File: src/hw/rtl/pdcr_div_cell.sv
// One restoring division step: one quotient bit per cell.
// Depends on nothing; instantiated by pdcr_div_chain.
module pdcr_div_cell #(
    parameter int NW = 28,
    parameter int DW = 12,
    parameter int SW = 1
) (
    input  logic          clk,
    input  logic          rst_n,
    input  logic          en,
    input  logic          in_valid,
    input  logic [DW-1:0] in_rem,
    input  logic [NW-1:0] in_num,
    input  logic [DW-1:0] in_div,
    input  logic [SW-1:0] in_side,
    output logic          out_valid,
    output logic [DW-1:0] out_rem,
    output logic [NW-1:0] out_num,
    output logic [DW-1:0] out_div,
    output logic [SW-1:0] out_side
);

    logic          valid_reg;
    logic [DW-1:0] rem_reg, rem_next;
    logic [NW-1:0] num_reg, num_next;
    logic [DW-1:0] div_reg;
    logic [SW-1:0] side_reg;
    logic [DW:0]   trial;
    logic [DW:0]   diff;
    logic          fits;

    // Shift in the next numerator bit and subtract where the divisor fits.
    always_comb
    begin
        trial = {in_rem, in_num[NW-1]};
        diff = trial - {1'b0, in_div};
        fits = (trial >= {1'b0, in_div});
        rem_next = fits ? diff[DW-1:0] : trial[DW-1:0];
        num_next = {in_num[NW-2:0], fits};
    end

    always_ff @(posedge clk or negedge rst_n)
    begin
        if (!rst_n)
        begin
            valid_reg <= 1'b0;
        end
        else if (en)
        begin
            valid_reg <= in_valid;
        end
    end

    always_ff @(posedge clk)
    begin
        if (en)
        begin
            rem_reg <= rem_next;
            num_reg <= num_next;
            div_reg <= in_div;
            side_reg <= in_side;
        end
    end

    assign out_valid = valid_reg;
    assign out_rem = rem_reg;
    assign out_num = num_reg;
    assign out_div = div_reg;
    assign out_side = side_reg;

endmodule

File: src/hw/rtl/pdcr_div_chain.sv
// Pipelined unsigned divider built as a row of division cells.
// Depends on pdcr_div_cell; the quotient leaves the last cell in the row.
module pdcr_div_chain #(
    parameter int NW = 28,
    parameter int DW = 12,
    parameter int SW = 1
) (
    input  logic          clk,
    input  logic          rst_n,
    input  logic          en,
    input  logic          in_valid,
    input  logic [NW-1:0] in_num,
    input  logic [DW-1:0] in_div,
    input  logic [SW-1:0] in_side,
    output logic          out_valid,
    output logic [NW-1:0] out_quo,
    output logic [SW-1:0] out_side
);

    logic          v_w    [NW+1];
    logic [DW-1:0] rem_w  [NW+1];
    logic [NW-1:0] num_w  [NW+1];
    logic [DW-1:0] div_w  [NW+1];
    logic [SW-1:0] side_w [NW+1];

    assign v_w[0] = in_valid;
    assign rem_w[0] = '0;
    assign num_w[0] = in_num;
    assign div_w[0] = in_div;
    assign side_w[0] = in_side;

    // Each cell takes its neighbor's partial result every cycle that en is high.
    for (genvar i = 0; i < NW; i++)
    begin : g_cell
        pdcr_div_cell #(
            .NW(NW),
            .DW(DW),
            .SW(SW)
        ) u_cell (
            .clk(clk),
            .rst_n(rst_n),
            .en(en),
            .in_valid(v_w[i]),
            .in_rem(rem_w[i]),
            .in_num(num_w[i]),
            .in_div(div_w[i]),
            .in_side(side_w[i]),
            .out_valid(v_w[i+1]),
            .out_rem(rem_w[i+1]),
            .out_num(num_w[i+1]),
            .out_div(div_w[i+1]),
            .out_side(side_w[i+1])
        );
    end

    assign out_valid = v_w[NW];
    assign out_quo = num_w[NW];
    assign out_side = side_w[NW];

endmodule

File: config.mk
export PLATFORM = sky130hd
export DESIGN_NAME = pdcr_div_chain
export DESIGN_NICKNAME = d
export VERILOG_FILES = /design/src/hw/rtl/pdcr_div_cell.sv /design/src/hw/rtl/pdcr_div_chain.sv
export SDC_FILE = /design/constraint.sdc
export NUM_CORES = 2
export LEC_CHECK = 0
export BUFFER_PORTS_ARGS = -buffer_cell sky130_fd_sc_hd__buf_2
export CAP_MARGIN = 20
export CORE_MARGIN = 2
export CORE_UTILIZATION = 46
export CTS_CLUSTER_DIAMETER = 50
export DETAILED_ROUTE_END_ITERATION = 10
export GPL_ROUTABILITY_DRIVEN = 0
export SYNTH_ARGS = -nofsm -noshare
export SYNTH_HDL_FRONTEND = slang
export SYNTH_SLANG_ARGS = --single-unit
File: constraint.sdc
create_clock -name clk -period 2.5 [get_ports clk]
set_input_delay 0.5 -clock clk [delete_from_list [all_inputs] [get_ports clk]]
set_output_delay 0.5 -clock clk [all_outputs]
set_load 0.05 [all_outputs]
### Yosys cells after proc, flatten, opt, wreduce, memory -nomap -nowiden

Cells that the tools add are included.

| operators by class | value |
|---|---|
| add/sub/neg operators | 27 |
| magnitude comparators | 28 |
| muxes and demuxes | 27 |

Operator list:

| cell | number |
|---|---|
| 13-bit by 12-bit greater-or-equal comparator with 1-bit output | 27 |
| 12-bit two-way mux | 26 |
| 12-bit subtractor | 26 |
| 1-bit by 12-bit greater-or-equal comparator with 1-bit output | 1 |
| 1-bit by 12-bit subtractor with 12-bit output | 1 |
| 1-bit two-way mux | 1 |

| storage, ports and cells | value |
|---|---|
| flip-flop bits (word level) | 1488 |
| output and inout port bits | 30 |

### Depth between registers and ports, before layout

| depth | value |
|---|---|
| word-level depth | 2 |
| depth in mapped cells | 10 |

### Cells and area by module

A second synthesis with hierarchy kept.

| unflattened totals | value |
|---|---|
| cell total of the unflattened synthesis | 4565 |
| area, all modules | 69545.4 sq um |

By module, submodules not included:

| module | times used | cells an instance | area an instance (sq um) | seq. area each (sq um) |
|---|---|---|---|---|
| pdcr_div_cell | 28 | 163 | 2483.6 | 1616.6 |
| pdcr_div_chain | 1 | 1 | 3.8 | 0.0 |

### Worst setup path before layout

OpenSTA, ideal clock, no wires.

| timing | value |
|---|---|
| path kind | register to register |
| from | reg g_cell[16].u_cell.div_reg[1] |
| to | reg g_cell[17].u_cell.rem_reg[10] (data pin) |
| setup time | 262 ps |
| arrival | 2360 ps |
| required time | 2238 ps |
| slack | -122 ps |
| stages on the path, launching flop included | 11 |
| clock period less this slack | 2622 ps |
| cells stage by stage | edfxtp_1 -> inv_1 -> ha_1 -> nor2b_1 -> o31a_1 -> nor3_2 -> o21a_2 -> a21oi_2 -> a2111oi_4 -> buf_6 -> mux2_1 |

| between the ends | value |
|---|---|
| word-level cells in the longest chain between the ends | 2 |

RTL lines:

| item | line | RTL |
|---|---|---|
| from (decl) | pdcr_div_cell.sv:26 | `logic [DW-1:0] div_reg;` |
| from (signal assigned) | pdcr_div_cell.sv:60 | `div_reg <= in_div;` |
| 12-bit subtractor or 13-bit by 12-bit greater-or-equal comparator with 1-bit output (tied branches) | pdcr_div_cell.sv:36, pdcr_div_cell.sv:37 |  |
| 12-bit two-way mux * | pdcr_div_cell.sv:38 | `rem_next = fits ? diff[DW-1:0] : trial[DW-1:0];` |
| via g_cell[17].u_cell.rem_next[10] | pdcr_div_cell.sv:24 | `logic [DW-1:0] rem_reg, rem_next;` |
| to (signal assigned) | pdcr_div_cell.sv:58 | `rem_reg <= rem_next;` |
| to (decl) | pdcr_div_cell.sv:24 |  |

The timed path passes the listed nets; every way through them passes the cells marked *.
A chain may end at the register's enable or synchronous reset.

### Worst setup path after layout

| timing | value |
|---|---|
| from | reg g_cell[16].u_cell.div_reg[2] |
| to | reg g_cell[17].u_cell.rem_reg[5] (data pin) |

The elaborated chain is that of the path after synthesis.

==> results.md <==
- Vias in the first global route: approximately 35k
- Top Usage Layer GRT: met2
- CP Cell Sequence: inv_1, ha_4, o21a_1, o31a_1, nor3_2, o21a_2, a21oi_2, a2111oi_4, buf_4, clkbuf_16, mux2_4
- Post-place setup slack: -0.107 ns
- Most frequent cells in the layout: edfxtp_1 (1460), buf_4 (509), inv_1 (388), ha_1 (263), mux2_4 (185)
- Final count of pins violating max slew: 0
- Number of I/O port buffers: 74
- Vias per cell: 4.99
- Final setup fails: 52
- Worst R2R End: g_cell[17].u_cell.out_rem[5]
- Hold Vio Cnt, Final: 0
- # IOs: 75
- Initial antenna violation count: 0
- Clock Path Buffers: 3
- Min Tclk post-route: around 2.6 ns
- Wire per inst: ~16 um
- Die area: roughly 0.14 sq mm
- Syn Inst Count: slightly above 4k
- Vias: around 35k
- Post-DP HPWL: approximately 73000 um
- Crit-path max FO: 5
- Clock skew: between 0.02 and 0.03 ns
- Initial DRC Count: 1925
- Ant diodes: 0
- Net Count, Synth: between 4k and 5k
- FF-to-FF path depth: 11
- Final worst slack: -0.103 ns
- VDD IR-drop max: approximately 0.70 mV
- Clock slew at reported path FFs: around 0.060 ns
- Core ar.: about 0.14 sq mm
- Clock sinks: around 1.5k
- Largest net degree at the start of global routing: ~110
- CTS tree: done
- Worst endpoint required time: between 3 and 4 ns
- CP Class: register to register
- Startpoint Class: register
- Asr flop ratio synth: about 1.9%
- Outcome: finished with violations
- Post-synth EDFFs: about 1.5k
- Netlist cell types: 59
- Worst setup path endpoint: g_cell[17].u_cell.out_rem[5]
- Fin crit share: 104%
- Warnings, synthesis: 0
- Drt drc: 0
- Site row count: about 140
- Slowest-stage cell, CP: edfxtp_1
- Footprint of the multi-input gates: about 0.020 sq mm
- Hold_sp: en
- Worst-skew pair later-pin latency: 0.80 ns
- Commonest non-fill, non-tap cell in the layout: edfxtp_1
- H-tree levels: 4
- Final WL: 111000 um
- Synth Cell Area: approximately 0.065 sq mm
- Setup tns final: -2.13 ns
- R2R setup slack: -0.10 ns
- Met2 usage: around a quarter
- Main synth FF type: edfxtp_1
- Fin nets: approximately 5.3k
- Met1 usage: between 20% and 30%
- Crit path capture type: register
- Fillers: 10.9k
- Seq. cell area: ~0.045 sq mm
- Worst-Margin Slew: 0.616 ns
- Failing checks: negative setup slack
- Root Driver: clkbuf_16
- Hold path depth: 1
- Fin area: slightly above 0.08 sq mm
- Synth-to-Final Area Change: 24.3%
- HP Class: input port to register
- GRT Total Usage: 15.0%
- Register bit total from synthesis: approximately 1.5k
- First-pass GRT wire length: approximately 180000 um
- Static Leak: roughly 32 nW
- Antenna Nets Post-Route: 0
- Reg-to-Reg Start: g_cell[16].u_cell.out_div[2]
- Initial Utilization: a little under half
- Sequential element share of the synthesized area: about two thirds
- Arr. time, crit path: between 3 and 4 ns
- Die X: around 380 um
- Overflow after GRT: 0
- Die Y: ~380 um
- Fraction of layout cells with a size suffix above 1: between 30% and 40%
- Max stage delay on crit path: between 0.4 and 0.5 ns
- Worst slew margin: approximately 59%
- Max Cap Viol: 0
- M3 GR Usage: approximately 2.8%
- TritonCTS Buffers: 174
- Area after DPL: a little over 0.07 sq mm
- Power Density: roughly 1200 mW/mm^2
- Avg Cell Area, Syn: 15.9 sq um
- Crit path from: g_cell[16].u_cell.out_div[2]
- Max frequency: 384 MHz
- Drt first pass iters: 5
- RSZ-0062 raised after global routing: true
## flip-flops by register name, indices dropped and copies added (netlist names)
| name | flops |
|---|---|
| g_cell.u_cell.out_valid | 28 |
| g_cell.u_cell.out_div | 324 |
| g_cell.u_cell.out_rem | 324 |
| g_cell.u_cell.out_side | 28 |
| g_cell.u_cell.out_num | 784 |
## layer usage
metal / part of all wire, % / up-vias / routed length [um]
met5: 0 / - / 0
met4: 2.4 / 0 / 2610
met3: 3.4 / 194 / 3730
met2: 49 / 478 / 53900
met1: 46 / 16900 / 50800
li1: - / 17200 / -
## synth_stat cells, types with 29 or more instances
cell / count / share of area [%]
nand2b_1: 49 / 0.47
mux2i_1: 50 / 0.77
and3_1: 34 / 0.33
inv_1: 423 / 2.4
nand3_1: 85 / 0.66
xor2_1: 100 / 1.3
mux2_4: 133 / 3.1
ha_1: 326 / 6.3
xnor2_1: 106 / 1.4
nand2_1: 84 / 0.49
o21ai_0: 109 / 0.84
a21oi_1: 173 / 1.3
edfxtp_1: 1460 / 68
a21o_1: 120 / 1.4
nor3_1: 29 / 0.22
mux2_2: 119 / 2.1
o31a_1: 33 / 0.45
nor2b_1: 65 / 0.63
o21a_1: 43 / 0.50
nor2_1: 129 / 0.75
## report_power, final
| part | total, W | switching, W | leakage (nW) | internal [W] |
|---|---|---|---|---|
| logic | 0.0352 | 0.0154 | 14.8 | 0.0198 |
| registers | 0.0356 | 0.00228 | 14.6 | 0.0333 |
| clock network | 0.0252 | 0.0106 | 2.83 | 0.0147 |
## critical path, delay by kind of cell, from the launching register on
kind                       cells  cell delay, ns
AOI/OAI and AO/OA              5            0.74
buffers and inverters          3            0.51
DFF                            1            0.43
muxes                          1            0.29
adders and majority gates      1            0.23
and+or+nand+nor                1            0.14
## final cells by class
cell class,instances,share of cell area [%]
Clock buffer,194,5.49
Clock inverter,133,1.80
Inverter,423,1.97
Multi-Input combinational cell,2129,25.1
Sequential cell,1488,55.2
Tap cell,1876,2.91
Timing Repair Buffer,711,7.48
## worst min-delay path by stage
stage / endpoint / slack (ns)
after floorplan: g_cell[0].u_cell.out_valid / 0.20
after global placement: g_cell[20].u_cell.out_num[6] / 0.40
after detailed placement: g_cell[10].u_cell.out_num[19] / 0.40
after CTS: g_cell[0].u_cell.out_num[1] / 0.06
after global routing: g_cell[0].u_cell.out_num[3] / 0.07
final: g_cell[0].u_cell.out_num[1] / 0.10
## repair_timing
action / in CTS / in global routing
gates cloned: 7 / 6
buffers inserted: 52 / 107
resized for setup: 96 / 324
endpoints found under the setup margin: 240 / 283
hold endpoints to repair: 70 / 0
hold buffers: 43 / 0
pin swaps: 62 / 135
## through the flow
stage / power, W / hold WS [ns] / instances / utilization [%]
floorplan: 0.0575 / 0.204 / 4081 / -
global placement: 0.0658 / 0.401 / 6419 / 50.8
detailed placement: 0.0663 / 0.405 / 6419 / 50.8
CTS: 0.0937 / 0.0622 / 6848 / 56.0
global route: 0.102 / 0.0696 / 6954 / 57.7
finish: 0.0960 / 0.101 / 6954 / 57.7
## logic make-up (layout without fill, tap and decap cells)
kind of cell / count (synthesis) / count (layout) / share of synthesized area (%)
DFF: 1488 / 1488 / 68.6
AOI/OAI and AO/OA: 702 / 702 / 8.10
buffers and inverters: 464 / 1461 / 2.94
and+or+nand+nor: 553 / 553 / 4.33
adders and majority gates: 352 / 352 / 7.08
xor gates and xnor gates: 206 / 206 / 2.78
muxes: 316 / 316 / 6.15
Power figures use the tool's default switching activity.
